[src/hw/rtl/sls_pkg.sv]
// Step list sequencer package: command and status codes, action codes and defaults.
// Used by step_list_sequencer; depends on nothing else.

package sls_pkg;

  // Default step table size.
  localparam int unsigned MaxSteps = 16;

  // Widths fixed by the transaction fields.
  localparam int unsigned CmdW    = 3;
  localparam int unsigned IdxInW  = 4;
  localparam int unsigned ActW    = 4;
  localparam int unsigned CoordW  = 16;
  localparam int unsigned TimeW   = 16;
  localparam int unsigned TargetW = 8;
  localparam int unsigned CountW  = 8;
  localparam int unsigned TotalW  = 5;
  localparam int unsigned StatusW = 2;

  typedef enum logic [CmdW-1:0] {
    CmdLoad    = 3'd0,
    CmdRun     = 3'd1,
    CmdStop    = 3'd2,
    CmdTick    = 3'd3,
    CmdAdvance = 3'd4
  } cmd_e;

  typedef enum logic [StatusW-1:0] {
    StIdle = 2'd0,
    StRun  = 2'd1,
    StWait = 2'd2,
    StDone = 2'd3
  } run_st_e;

  typedef enum logic [ActW-1:0] {
    ActNone     = 4'd0,
    ActWait     = 4'd5,
    ActLoop     = 4'd10,
    ActAnchor   = 4'd14,
    ActReserved = 4'd15
  } act_e;

endpackage

[src/hw/rtl/step_list_sequencer.sv]
// Step list sequencer: step table, loop counters, wait timer and anchor store.
// Depends on sls_pkg.
//
// Usage
//   Input channel (in_valid_i / in_ready_o) carries one command per transaction:
//   load step, run, stop, tick or advance, plus the step fields and the tick's
//   elapsed time (unsigned Q8.8 seconds). Loads are taken only while idle or
//   done. Every accepted transaction produces exactly one result transaction on
//   the output channel (out_valid_o / out_ready_i): the emitted action (zero when
//   none), the step pointer, the status, the step-valid flag and the anchor.
//   The command is held in an input register, then the table read, timer and
//   pointer update run as one short combinational pass into the result
//   register, which presents the result on the output. Throughput is one
//   transaction per cycle while out_ready_i does not stall the result
//   register, as the pointer and state registers update once per
//   transaction.
//   Stall: while a result waits on out_ready_i the input register is still
//   free to take one more transaction; only when both are full does
//   in_ready_o drop.
//   Reset: state goes idle, pointer, timer, loop counters and anchor clear.
//   The step table itself is not cleared; only loaded slots are meaningful.

module step_list_sequencer #(
  parameter int unsigned MAX_STEPS = sls_pkg::MaxSteps
) (
  input  logic                                 clk_i,
  input  logic                                 rst_ni,
  input  logic                                 in_valid_i,
  output logic                                 in_ready_o,
  input  logic        [sls_pkg::CmdW-1:0]      command_i,
  input  logic        [sls_pkg::IdxInW-1:0]    step_index_i,
  input  logic        [sls_pkg::ActW-1:0]      step_action_i,
  input  logic signed [sls_pkg::CoordW-1:0]    step_q_i,
  input  logic signed [sls_pkg::CoordW-1:0]    step_r_i,
  input  logic signed [sls_pkg::CoordW-1:0]    step_layer_i,
  input  logic        [sls_pkg::TimeW-1:0]     step_wait_i,
  input  logic signed [sls_pkg::TargetW-1:0]   step_from_i,
  input  logic        [sls_pkg::CountW-1:0]    step_loop_count_i,
  input  logic        [sls_pkg::TotalW-1:0]    step_total_i,
  input  logic        [sls_pkg::TimeW-1:0]     elapsed_i,
  output logic                                 out_valid_o,
  input  logic                                 out_ready_i,
  output logic        [sls_pkg::ActW-1:0]      action_o,
  output logic        [sls_pkg::TotalW-1:0]    step_now_o,
  output logic        [sls_pkg::StatusW-1:0]   status_o,
  output logic                                 step_valid_o,
  output logic signed [sls_pkg::CoordW-1:0]    home_q_o,
  output logic signed [sls_pkg::CoordW-1:0]    home_r_o,
  output logic signed [sls_pkg::CoordW-1:0]    home_layer_o,
  output logic                                 anchor_valid_o
);

  import sls_pkg::*;

  // Only sixteen slots are addressable by a load, so the table never needs more.
  localparam int unsigned SlotLimit = 1 << IdxInW;
  localparam int unsigned TblDepth  = (MAX_STEPS < SlotLimit) ? MAX_STEPS : SlotLimit;
  localparam int unsigned IdxW      = $clog2(TblDepth);
  // The step total is at most 31, so the loaded count and pointer never exceed that.
  localparam int unsigned TotalMax  = (1 << TotalW) - 1;
  localparam int unsigned LoadMax   = (MAX_STEPS < TotalMax) ? MAX_STEPS : TotalMax;
  localparam int unsigned PtrW      = $clog2(LoadMax + 1);
  localparam int unsigned CmpW      = 10;

  // ---------------------------------------------------------------------------
  // Step table and loop counters
  // ---------------------------------------------------------------------------
  logic        [ActW-1:0]    tbl_act_q   [TblDepth];
  logic signed [CoordW-1:0]  tbl_q_q     [TblDepth];
  logic signed [CoordW-1:0]  tbl_r_q     [TblDepth];
  logic signed [CoordW-1:0]  tbl_layer_q [TblDepth];
  logic        [TimeW-1:0]   tbl_wait_q  [TblDepth];
  logic signed [TargetW-1:0] tbl_from_q  [TblDepth];
  logic        [CountW-1:0]  tbl_count_q [TblDepth];
  logic        [CountW-1:0]  loops_left_q[TblDepth];

  // ---------------------------------------------------------------------------
  // Input register
  // ---------------------------------------------------------------------------
  logic                      in_valid_q;
  logic        [CmdW-1:0]    in_cmd_q;
  logic        [IdxInW-1:0]  in_idx_q;
  logic        [ActW-1:0]    in_act_q;
  logic signed [CoordW-1:0]  in_q_q;
  logic signed [CoordW-1:0]  in_r_q;
  logic signed [CoordW-1:0]  in_layer_q;
  logic        [TimeW-1:0]   in_wait_q;
  logic signed [TargetW-1:0] in_from_q;
  logic        [CountW-1:0]  in_count_q;
  logic        [TotalW-1:0]  in_total_q;
  logic        [TimeW-1:0]   in_elapsed_q;

  // ---------------------------------------------------------------------------
  // Sequencer state
  // ---------------------------------------------------------------------------
  run_st_e                   st_q, st_d;
  logic        [PtrW-1:0]    ptr_q, ptr_d;
  logic        [PtrW-1:0]    loaded_q, loaded_d;
  logic        [TimeW-1:0]   wait_left_q, wait_left_d;
  logic signed [CoordW-1:0]  anc_q_q, anc_q_d;
  logic signed [CoordW-1:0]  anc_r_q, anc_r_d;
  logic signed [CoordW-1:0]  anc_layer_q, anc_layer_d;
  logic                      anc_flag_q, anc_flag_d;

  // ---------------------------------------------------------------------------
  // Result register
  // ---------------------------------------------------------------------------
  logic                      out_valid_q;
  logic        [ActW-1:0]    out_act_q;
  logic        [PtrW-1:0]    out_ptr_q;
  logic        [StatusW-1:0] out_status_q;
  logic                      out_step_valid_q;

  // Handshake: the result register frees when empty or being taken.
  logic advance;
  logic fire;

  assign advance    = !out_valid_q || out_ready_i;
  assign fire       = in_valid_q && advance;
  assign in_ready_o = !in_valid_q || advance;

  always_ff @(posedge clk_i or negedge rst_ni) begin
    if (!rst_ni) begin
      in_valid_q <= 1'b0;
    end else if (in_ready_o) begin
      in_valid_q <= in_valid_i;
    end
  end

  always_ff @(posedge clk_i) begin
    if (in_ready_o && in_valid_i) begin
      in_cmd_q     <= command_i;
      in_idx_q     <= step_index_i;
      in_act_q     <= step_action_i;
      in_q_q       <= step_q_i;
      in_r_q       <= step_r_i;
      in_layer_q   <= step_layer_i;
      in_wait_q    <= step_wait_i;
      in_from_q    <= step_from_i;
      in_count_q   <= step_loop_count_i;
      in_total_q   <= step_total_i;
      in_elapsed_q <= elapsed_i;
    end
  end

  // ---------------------------------------------------------------------------
  // Single pass: decode the held command and work out the next state
  // ---------------------------------------------------------------------------
  logic                   tbl_we;
  logic                   reload;
  logic                   loop_dec;
  logic [ActW-1:0]        emit;
  logic                   go;
  logic [PtrW-1:0]        cur;
  logic [IdxW-1:0]        rd_idx;
  logic [ActW-1:0]        rd_act;
  logic [TimeW-1:0]       remain;
  logic                   target_ok;
  logic                   slot_ok;
  logic [PtrW-1:0]        ptr_inc;
  logic [PtrW-1:0]        cur_inc;

  assign slot_ok = (CmpW'(in_idx_q) < CmpW'(TblDepth));
  assign remain  = (wait_left_q > in_elapsed_q) ? (wait_left_q - in_elapsed_q) : '0;
  assign ptr_inc = PtrW'(ptr_q + 1'b1);

  always_comb begin
    st_d        = st_q;
    ptr_d       = ptr_q;
    loaded_d    = loaded_q;
    wait_left_d = wait_left_q;
    anc_q_d     = anc_q_q;
    anc_r_d     = anc_r_q;
    anc_layer_d = anc_layer_q;
    anc_flag_d  = anc_flag_q;
    tbl_we      = 1'b0;
    reload      = 1'b0;
    loop_dec    = 1'b0;
    emit        = '0;
    go          = 1'b0;
    cur         = ptr_q;

    // Timer expiry moves past the wait step before the rules are applied.
    if (st_q == StWait) begin
      if (remain == '0) begin
        go  = 1'b1;
        cur = ptr_inc;
      end
    end else if (st_q == StRun) begin
      go = 1'b1;
    end

    cur_inc   = PtrW'(cur + 1'b1);
    rd_idx    = cur[IdxW-1:0];
    rd_act    = tbl_act_q[rd_idx];
    target_ok = !tbl_from_q[rd_idx][TargetW-1] &&
                (TargetW'(tbl_from_q[rd_idx]) < TargetW'(loaded_q));

    unique case (in_cmd_q)
      CmdLoad: begin
        tbl_we = (st_q == StIdle || st_q == StDone) && slot_ok;
      end
      CmdRun: begin
        loaded_d    = (CmpW'(in_total_q) > CmpW'(MAX_STEPS)) ? PtrW'(MAX_STEPS)
                                                            : PtrW'(in_total_q);
        st_d        = StRun;
        ptr_d       = '0;
        wait_left_d = '0;
        anc_flag_d  = 1'b0;
        reload      = 1'b1;
      end
      CmdStop: begin
        st_d  = StIdle;
        ptr_d = '0;
      end
      CmdTick: begin
        // Only a tick runs the timer down.
        if (st_q == StWait) begin
          wait_left_d = remain;
        end
        if (go) begin
          st_d  = StRun;
          ptr_d = cur;
          if (cur >= loaded_q) begin
            st_d = StDone;
          end else begin
            unique case (rd_act) inside
              ActWait: begin
                st_d        = StWait;
                wait_left_d = tbl_wait_q[rd_idx];
              end
              ActLoop: begin
                ptr_d = cur_inc;
                if (loops_left_q[rd_idx] != '0) begin
                  loop_dec = 1'b1;
                  if (target_ok) begin
                    ptr_d = PtrW'(tbl_from_q[rd_idx]);
                  end
                end
              end
              ActAnchor: begin
                if (tbl_q_q[rd_idx] != '0 || tbl_r_q[rd_idx] != '0) begin
                  anc_q_d     = tbl_q_q[rd_idx];
                  anc_r_d     = tbl_r_q[rd_idx];
                  anc_layer_d = tbl_layer_q[rd_idx];
                end
                anc_flag_d = 1'b1;
                ptr_d      = cur_inc;
              end
              ActNone, ActReserved: begin
                ptr_d = cur_inc;
              end
              default: begin
                emit = rd_act;
              end
            endcase
          end
        end else begin
          // Hold the pointer while the timer runs down, or while idle or done.
          ptr_d = ptr_q;
        end
      end
      CmdAdvance: begin
        if (st_q == StRun) begin
          ptr_d = ptr_inc;
          if (ptr_inc >= loaded_q) begin
            st_d = StDone;
          end
        end
      end
      default: begin
        // Unknown command: change nothing.
      end
    endcase

    if (!fire) begin
      st_d        = st_q;
      ptr_d       = ptr_q;
      loaded_d    = loaded_q;
      wait_left_d = wait_left_q;
      anc_q_d     = anc_q_q;
      anc_r_d     = anc_r_q;
      anc_layer_d = anc_layer_q;
      anc_flag_d  = anc_flag_q;
      tbl_we      = 1'b0;
      reload      = 1'b0;
      loop_dec    = 1'b0;
    end
  end

  // State register
  always_ff @(posedge clk_i or negedge rst_ni) begin
    if (!rst_ni) begin
      st_q        <= StIdle;
      ptr_q       <= '0;
      loaded_q    <= '0;
      wait_left_q <= '0;
      anc_q_q     <= '0;
      anc_r_q     <= '0;
      anc_layer_q <= '0;
      anc_flag_q  <= 1'b0;
    end else begin
      st_q        <= st_d;
      ptr_q       <= ptr_d;
      loaded_q    <= loaded_d;
      wait_left_q <= wait_left_d;
      anc_q_q     <= anc_q_d;
      anc_r_q     <= anc_r_d;
      anc_layer_q <= anc_layer_d;
      anc_flag_q  <= anc_flag_d;
    end
  end

  // Step table: written by a load, no reset.
  always_ff @(posedge clk_i) begin
    if (tbl_we) begin
      tbl_act_q[in_idx_q[IdxW-1:0]]   <= in_act_q;
      tbl_q_q[in_idx_q[IdxW-1:0]]     <= in_q_q;
      tbl_r_q[in_idx_q[IdxW-1:0]]     <= in_r_q;
      tbl_layer_q[in_idx_q[IdxW-1:0]] <= in_layer_q;
      tbl_wait_q[in_idx_q[IdxW-1:0]]  <= in_wait_q;
      tbl_from_q[in_idx_q[IdxW-1:0]]  <= in_from_q;
      tbl_count_q[in_idx_q[IdxW-1:0]] <= in_count_q;
    end
  end

  // Loop counters: reload all in parallel on run, spend one on a loop step.
  always_ff @(posedge clk_i or negedge rst_ni) begin
    if (!rst_ni) begin
      for (int i = 0; i < TblDepth; i++) begin
        loops_left_q[i] <= '0;
      end
    end else if (reload) begin
      for (int i = 0; i < TblDepth; i++) begin
        loops_left_q[i] <= tbl_count_q[i];
      end
    end else if (loop_dec) begin
      loops_left_q[rd_idx] <= loops_left_q[rd_idx] - 1'b1;
    end
  end

  // Result register
  always_ff @(posedge clk_i or negedge rst_ni) begin
    if (!rst_ni) begin
      out_valid_q <= 1'b0;
    end else if (advance) begin
      out_valid_q <= in_valid_q;
    end
  end

  always_ff @(posedge clk_i) begin
    if (fire) begin
      out_act_q        <= emit;
      out_ptr_q        <= ptr_d;
      out_status_q     <= st_d;
      out_step_valid_q <= (st_d == StRun) && (ptr_d < loaded_d);
    end
  end

  // The anchor outputs show the live anchor, which only moves with a result.
  assign out_valid_o    = out_valid_q;
  assign action_o       = out_act_q;
  assign step_now_o     = TotalW'(out_ptr_q);
  assign status_o       = out_status_q;
  assign step_valid_o   = out_step_valid_q;
  assign home_q_o       = anc_q_q;
  assign home_r_o       = anc_r_q;
  assign home_layer_o   = anc_layer_q;
  assign anchor_valid_o = anc_flag_q;

`ifndef SYNTHESIS
  // A step is valid only while running.
  a_step_valid_run : assert property (@(posedge clk_i) disable iff (!rst_ni)
    out_valid_o && step_valid_o |-> status_o == StRun)
    else $error("step valid outside running status");

  // An emitted action always refers to a live step.
  a_emit_live : assert property (@(posedge clk_i) disable iff (!rst_ni)
    out_valid_o && action_o != '0 |-> step_valid_o)
    else $error("action emitted without a valid step");

  // Idle always parks the pointer at zero.
  a_idle_ptr : assert property (@(posedge clk_i) disable iff (!rst_ni)
    out_valid_o && status_o == StIdle |-> step_now_o == '0)
    else $error("idle status with nonzero pointer");

  // Input stalls only when both the input and result registers are full.
  a_stall_full : assert property (@(posedge clk_i) disable iff (!rst_ni)
    !in_ready_o |-> in_valid_q && out_valid_q && !out_ready_i)
    else $error("input stalled with free register");
`endif

endmodule
[config.mk]
export PLATFORM = sky130hd
export DESIGN_NAME = step_list_sequencer
export DESIGN_NICKNAME = d
export VERILOG_FILES = /design/src/hw/rtl/sls_pkg.sv /design/src/hw/rtl/step_list_sequencer.sv
export SDC_FILE = /design/constraint.sdc
export NUM_CORES = 2
export LEC_CHECK = 0
export BUFFER_PORTS_ARGS = -buffer_cell sky130_fd_sc_hd__buf_2
export CORE_MARGIN = 1.5
export CORE_UTILIZATION = 25
export CTS_CLUSTER_SIZE = 20
export DETAILED_ROUTE_END_ITERATION = 16
export GPL_TIMING_DRIVEN = 1
export SETUP_SLACK_MARGIN = 0.4
export SLEW_MARGIN = 0
export SYNTH_ARGS = -nofsm -noshare
export SYNTH_HDL_FRONTEND = slang
export SYNTH_SLANG_ARGS = --single-unit
export TNS_END_PERCENT = 50
[constraint.sdc]
create_clock -name clk_i -period 12.7 [get_ports clk_i]
set_input_delay 2.54 -clock clk_i [delete_from_list [all_inputs] [get_ports clk_i]]
set_output_delay 2.54 -clock clk_i [all_outputs]
set_load 0.05 [all_outputs]
Word level (Yosys, flattened, before mapping)
Memory sizes are Yosys's and may differ from the RTL's. A register that Yosys moved wholly into a read port is not among the register bits.
Index checks and enable logic that the tools add are counted.
{"block": "totals", "in_bits": 116, "mem_bits_rw": 1344, "memories": 7, "regBits": 315, "output_inout_bits": 63, "latch_bits": 0, "romBits": 0}
{"name": "tbl_layer_q", "words": 16, "word_bits": 16, "rd": 1, "rd_ports_with_merged_regs": 1, "wr": 1, "line": "step_list_sequencer.sv:71", "rtl": "logic signed [CoordW-1:0] tbl_layer_q [TblDepth];"}
{"name": "tbl_q_q", "words": 16, "word_bits": 16, "rd": 1, "rd_ports_with_merged_regs": 0, "wr": 1, "line": "step_list_sequencer.sv:69", "rtl": "logic signed [CoordW-1:0] tbl_q_q [TblDepth];"}
{"name": "tbl_r_q", "words": 16, "word_bits": 16, "rd": 1, "rd_ports_with_merged_regs": 0, "wr": 1, "line": "step_list_sequencer.sv:70", "rtl": "logic signed [CoordW-1:0] tbl_r_q [TblDepth];"}
{"name": "tbl_wait_q", "words": 16, "word_bits": 16, "rd": 1, "rd_ports_with_merged_regs": 0, "wr": 1, "line": "step_list_sequencer.sv:72", "rtl": "logic [TimeW-1:0] tbl_wait_q [TblDepth];"}
{"name": "tbl_count_q", "words": 16, "word_bits": 8, "rd": 16, "rd_ports_with_merged_regs": 0, "wr": 1, "line": "step_list_sequencer.sv:74", "rtl": "logic [CountW-1:0] tbl_count_q [TblDepth];"}
{"name": "tbl_from_q", "words": 16, "word_bits": 8, "rd": 1, "rd_ports_with_merged_regs": 0, "wr": 1, "line": "step_list_sequencer.sv:73", "rtl": "logic signed [TargetW-1:0] tbl_from_q [TblDepth];"}
{"name": "+1 memories"}
{"block": "classes", "reduce_logical": 28, "order_cmp": 8, "n_mux": 53, "div_mod_pow": 0, "n_bitwise": 4, "n_eq_ne": 15, "add_sub_neg": 4, "mul": 0, "n_shift": 0}
{"op": "128-bit two-way mux", "count": 2}
{"op": "128-bit bitwise mux", "count": 1}
{"op": "16-bit two-way mux", "count": 5}
{"op": "5-bit two-way mux", "count": 11}
{"op": "8-bit binary-select mux with 4-bit select", "count": 1}
{"op": "8-bit demux with 4-bit select", "count": 1}
{"op": "16-bit case mux with 2 select lines", "count": 1}
{"op": "16-bit nonzero test", "count": 2}
{"op": "8-bit two-way mux", "count": 3}
{"op": "1-bit two-way mux", "count": 18}
{"op": "16-bit greater-than comparator", "count": 1}
{"op": "16-bit zero test", "count": 1}
{"op": "16-bit subtractor", "count": 1}
{"op": "5-bit case mux with 3 select lines", "count": 1}
{"op": "4-bit == test (second input constant)", "count": 3}
{"op": "2-bit two-way mux", "count": 6}
{"op": "5-bit by 1-bit adder with 5-bit output (second input constant)", "count": 2}
{"op": "5-bit >= comparator", "count": 2}
{"op": "5-bit case mux with 2 select lines", "count": 1}
{"op": "8-bit by 5-bit < comparator with 1-bit output", "count": 1}
{"op": "2-bit case mux with 4 select lines", "count": 1}
{"op": "8-bit nonzero test", "count": 1}
{"op": "8-bit OR reduction", "count": 1}
{"op": "8-bit by 1-bit subtractor with 8-bit output (second input constant)", "count": 1}
{"op": "26 further kinds", "count": 44}

Longest topological paths before layout
{"block": "depth", "word_depth": 18, "depth_mapped": 38, "depth_no_buf": 31}

Worst setup path before layout
OpenSTA, ideal clock, no wires.
{"block": "synth_path", "path_kind": "input to register", "start": "input port out_ready_i", "end": "memory tbl_act_q[0][0], enable pin", "required_ps": 12071, "setup_ps": 629, "cell_stages": 6, "arrival_time_ps": 9039, "slack_ps": 3032, "n_path_buf": 0, "path_cell_list": "nand2b_1 nand2_1 nor2_1 nand3_1 or3_1 nor3_1"}
{"block": "synth_between", "elab_chain_cells": 5}
{"item": "start: declaration", "line": "step_list_sequencer.sv:42", "rtl": "input logic out_ready_i,"}
{"item": "1-bit logical OR", "line": "step_list_sequencer.sv:118", "rtl": "assign advance = !out_valid_q || out_ready_i;"}
{"item": "1-bit logical AND", "line": "step_list_sequencer.sv:119", "rtl": "assign fire = in_valid_q && advance;"}
{"item": "1-bit two-way mux", "line": "step_list_sequencer.sv:276", "rtl": "if (!fire) begin"}
{"item": "1-bit two-way mux", "line": "step_list_sequencer.sv:316", "rtl": "if (tbl_we) begin"}
{"item": "1-bit two-way mux (implied by the code)", "line": "step_list_sequencer.sv:317", "rtl": "tbl_act_q[in_idx_q[IdxW-1:0]] <= in_act_q;"}
{"item": "end: declaration", "line": "step_list_sequencer.sv:68", "rtl": "logic [ActW-1:0] tbl_act_q [TblDepth];"}
No other way between the ends.

Worst setup path after layout
{"block": "layout_path", "start": "register wait_left_q[8]", "end": "register out_step_valid_q, in the netlist step_valid_o (data pin)"}
{"block": "layout_between", "elab_chain_cells": 18, "elab_cells_between_ends": 41}
{"item": "start: declaration", "line": "step_list_sequencer.sv:99", "rtl": "logic [TimeW-1:0] wait_left_q, wait_left_d;"}
{"item": "start signal: assignment", "line": "step_list_sequencer.sv:306", "rtl": "wait_left_q <= wait_left_d;"}
{"item": "16-bit subtractor / 16-bit greater-than comparator (equally long branches)", "line": "step_list_sequencer.sv:164", "rtl": "assign remain = (wait_left_q > in_elapsed_q) ? (wait_left_q - in_elapsed_q) : '0;"}
{"item": "16-bit two-way mux (*)", "line": "step_list_sequencer.sv:164"}
{"item": "16-bit zero test (*)", "line": "step_list_sequencer.sv:185", "rtl": "if (remain == '0) begin"}
{"item": "parallel branches: the longest is 10 deep, another holds memory 16 x 8 bit"}
{"item": "5-bit two-way mux (*)", "line": "step_list_sequencer.sv:221", "rtl": "if (go) begin"}
{"item": "5-bit case mux with 3 select lines (*)", "line": "step_list_sequencer.sv:199", "rtl": "unique case (in_cmd_q)"}
{"item": "5-bit two-way mux (*)", "line": "step_list_sequencer.sv:276"}
{"item": "net ptr_d[1]", "line": "step_list_sequencer.sv:97", "rtl": "logic [PtrW-1:0] ptr_q, ptr_d;"}
{"item": "5-bit < comparator (*)", "line": "step_list_sequencer.sv:356", "rtl": "out_step_valid_q <= (st_d == StRun) && (ptr_d < loaded_d);"}
{"item": "1-bit logical AND (*)", "line": "step_list_sequencer.sv:356"}
{"item": "end signal: assignment", "line": "step_list_sequencer.sv:356"}
{"item": "end: declaration", "line": "step_list_sequencer.sv:112", "rtl": "logic out_step_valid_q;"}
Mark *: on every way through the listed nets, which the timed path passes. The select of a mux whose other input is x is not followed.
A chain may end at the register's enable or synchronous reset.

==> flow_summary.ini <==
[run_status]
status = finished, final reports clean

[grt]
gr-total-overflow = 0
grt_max_degree = 123
antenna_found_initial = 30
grt_pass1_wl_mm = 312
grt_use_total_pct = 15.2
grt_pass1_vias = 43600

[synth]
synth_area_leaders = edfxtp_1, dfrtp_1, nand2_1
synth.distinct_cells = 98
yosysWarnings = 0
ys_ff_latch = 1675
synth_edf_count = 1468
yosysSeqAreaShare_pct = 71.1
synthFlopType = edfxtp_1
synthesis.area_mm2 = 0.0693
yosysTopAreaCellShare_pct = 63.6
async_reset_ff_share_pct = 12.4
syn-num-nets = 5037
postSynthCellCount = 4877
synth_largest_area_cell = edfxtp_1
syn_avg_cell_area_um2 = 14.2

[clock_network]
clkSinkCount = 1675
cts_max_path_buffers = 3
post_cts_buffers = 0
cts_made_buffers = 170
htreeDepth = 4
cts-root-buf = clkbuf_16
hold_buffers = 0
path_clk_slew_ns = 0.07
cts_resized = 0
tritoncts = done
clock_latency_ns = 0.84

[routing]
wl_mm = 219
drt_iter0_markers = 4851
drt_first_pass_iters = 8
remaining_drc_errors = 0
ant_nets = 0
num_vias = 44700
viasPerCell = 5.04
wire_per_inst_um = 24.7

[timing]
max_slew_margin_pct = 14.0
drv_slew = 0
finalCriticalPeriod_ns = 10.17
finalClockSkew_ns = 0.0532
worst_slack_ns = 2.53
hold_viol_final = 0
finalSetupTns_ns = 0
fmax_mhz = 98.3
post-route-period-util_pct = 80.1
rsz0062_at_grt = no
worstMarginPinSlew_ns = 1.28
finalSetupViolations = 0

[power_and_ir_drop]
peakVddDrop_v = 0.000180
switching_share_pct = 31.8
switchingPower_w = 0.00466
p_int_w = 0.00999
powerDensity_mw_per_mm2 = 183
power_frac_clock_pct = 34.2
p_leak_nw = 27.5
p_seq_share_pct = 43.4
combPwrFrac_pct = 22.5
total_power_w = 0.0146

[setup_path]
slowest_delay_ns = 0.98
path_buf_inv = 3
criticalPathCategory = reg -> reg
cp_max_fo = 113
cp_slowest_cell = o31ai_4
cpMostUsedCell = ha_1
cp-start-kind = register
crit_arrival_ns = 10.84
endpoint_kind = register
critical-path-top-delay-family = compound AO/OA/AOI/OAI gates
required_ns = 13.38

[floorplanning]
die_y_um = 529
coreArea_mm2 = 0.276
io_pins = 179
die_x_um = 529
row_count = 193
dieArea_mm2 = 0.280
start_util_pct = 25.1

[placement]
dp_slack_ns = 2.67
dp_hpwl_mm = 122
port_buffers = 178
gp_congestion = 0.906

[finish]
syn_to_final_growth_pct = 15.7
multiInputGateArea_mm2 = 0.0187
nFillCells = 27400
fin_nets = 5158
register_area_mm2 = 0.0493
drive_gt1_share_pct = 14.1

[run]
maxCapViolations = 0

[min_path]
min_path_type = reg -> reg
## layout by cell type (no fill, tap or decap), types with 21 or more instances in the layout
cell and instances:
a21o_1 21, a21oi_1 219, a221o_1 80, a22oi_1 38, a31oi_1 64, and3_1 120, buf_2 177, buf_4 94
clkbuf_1 51, clkbuf_16 172, clkinv_1 26, clkinv_2 21, dfrtp_1 205, edfxtp_1 1468, ha_1 42, inv_1 57
mux2_2 52, mux2i_1 205, mux4_2 76, nand2_1 793, nand3_1 298, nand4_1 21, nor2_1 79, nor3_1 38
nor4_1 32, o211ai_1 22, o21ai_0 92, o221ai_1 66, o22ai_1 107, or3_1 22, or4_1 22
## through the flow
step	cell area [um^2]	utilization [%]	instances	hold slack [ns]
global route	80100	29.0	8847	0.467
finish	80200	29.0	8861	0.431
detailed placement	74600	27.0	8531	0.439
global placement	74600	27.0	8531	0.432
CTS	80100	29.0	8845	0.439
floorplan	69300	-	4877	0.426
## cell usage after synthesis (8+ instances only)
cell type     n
a211oi_1     20
a21o_1       21
a21oi_1     219
a221o_1      80
a221oi_1     11
a22o_1       13
a22oi_1      38
a31oi_1      66
a32oi_1      11
and2_1       16
and3_1      120
buf_1        58
buf_2        41
clkbuf_1    215
dfrtp_1     207
edfxtp_1   1468
ha_1         43
inv_1        58
mux2_1       13
mux2_2       52
mux2i_1     206
mux4_2       76
nand2_1     794
nand2b_1     12
nand3_1     298
nand4_1      21
nor2_1       93
nor2b_1       8
nor3_1       42
nor4_1       35
o211ai_1     22
o21ai_0      92
o21ai_1      14
o221ai_1     66
o22ai_1     107
o31ai_1      13
or3_1        22
or4_1        22
xnor2_1      13
## final timing paths
check                                       start           endpoint  slack (ns)  cells past startpoint
worst max-delay path               wait_left_q[8]       step_valid_o        2.53                     31
max in group asynchronous                  rst_ni           ptr_q[0]        9.27                      2
worst min register to register  tbl_count_q[2][1]  loops_left_q[105]        0.43                      2
worst max register to register     wait_left_q[8]       step_valid_o        2.53                     31
min in group asynchronous                  rst_ni        home_q_o[9]        1.78                      1
worst min-delay path            tbl_count_q[2][1]  loops_left_q[105]        0.43                      2
## state kept, by name (all words and copies together), names as in the netlist, 64 cells and up
name          flops
tbl_count_q     128
tbl_q_q         256
tbl_wait_q      256
loops_left_q    128
tbl_act_q        64
tbl_r_q         256
tbl_from_q      128
tbl_layer_q     256
## kinds of logic after synthesis
family                     after synthesis  synth area share, %
DFF                                   1675                 71.1
adders and majority gates               44                0.805
and+or+nand+nor                       1518                 10.1
xor gates and xnor gates                19                0.251
buffers and inverters                  387                 2.26
AOI/OAI and AO/OA                      887                 8.99
muxes                                  347                 6.50
## layer usage
layer  part of all wire (%)  track usage (%)
met1                     41             19.8
met2                     46             24.3
met5                  0.042                0
met4                    4.1             6.28
met3                    8.1             3.17
## layout make-up
type | count | share of cell area [%]
timing repair buffer | 275 | 2.08
clock inverter | 82 | 1.19
clock buffer | 232 | 5.76
multi-input combinational | 2815 | 23.4
inverter | 61 | 0.304
sequential | 1675 | 61.5
tap | 3705 | 5.78
antenna | 16 | 0.0499
## power by group through the flow
stage                     Combinational, W  Clock [W]  Sequential (W)
after floorplan                    0.00201          0         0.00643
after global placement             0.00322          0         0.00645
after detailed placement           0.00325          0         0.00646
after CTS                          0.00326    0.00510         0.00635
after global routing               0.00348    0.00531         0.00637
final                              0.00329    0.00500         0.00635
## worst reg2reg max path: cells and delay by family (launching register included)
kind,cells,cell delay (ns)
compound gates,16,4.41
buf+inv,3,2.11
simple gates,8,1.88
fa+ha+maj,3,0.86
flops,1,0.41
mux,1,0.34
(Power assumes the default switching activity.)
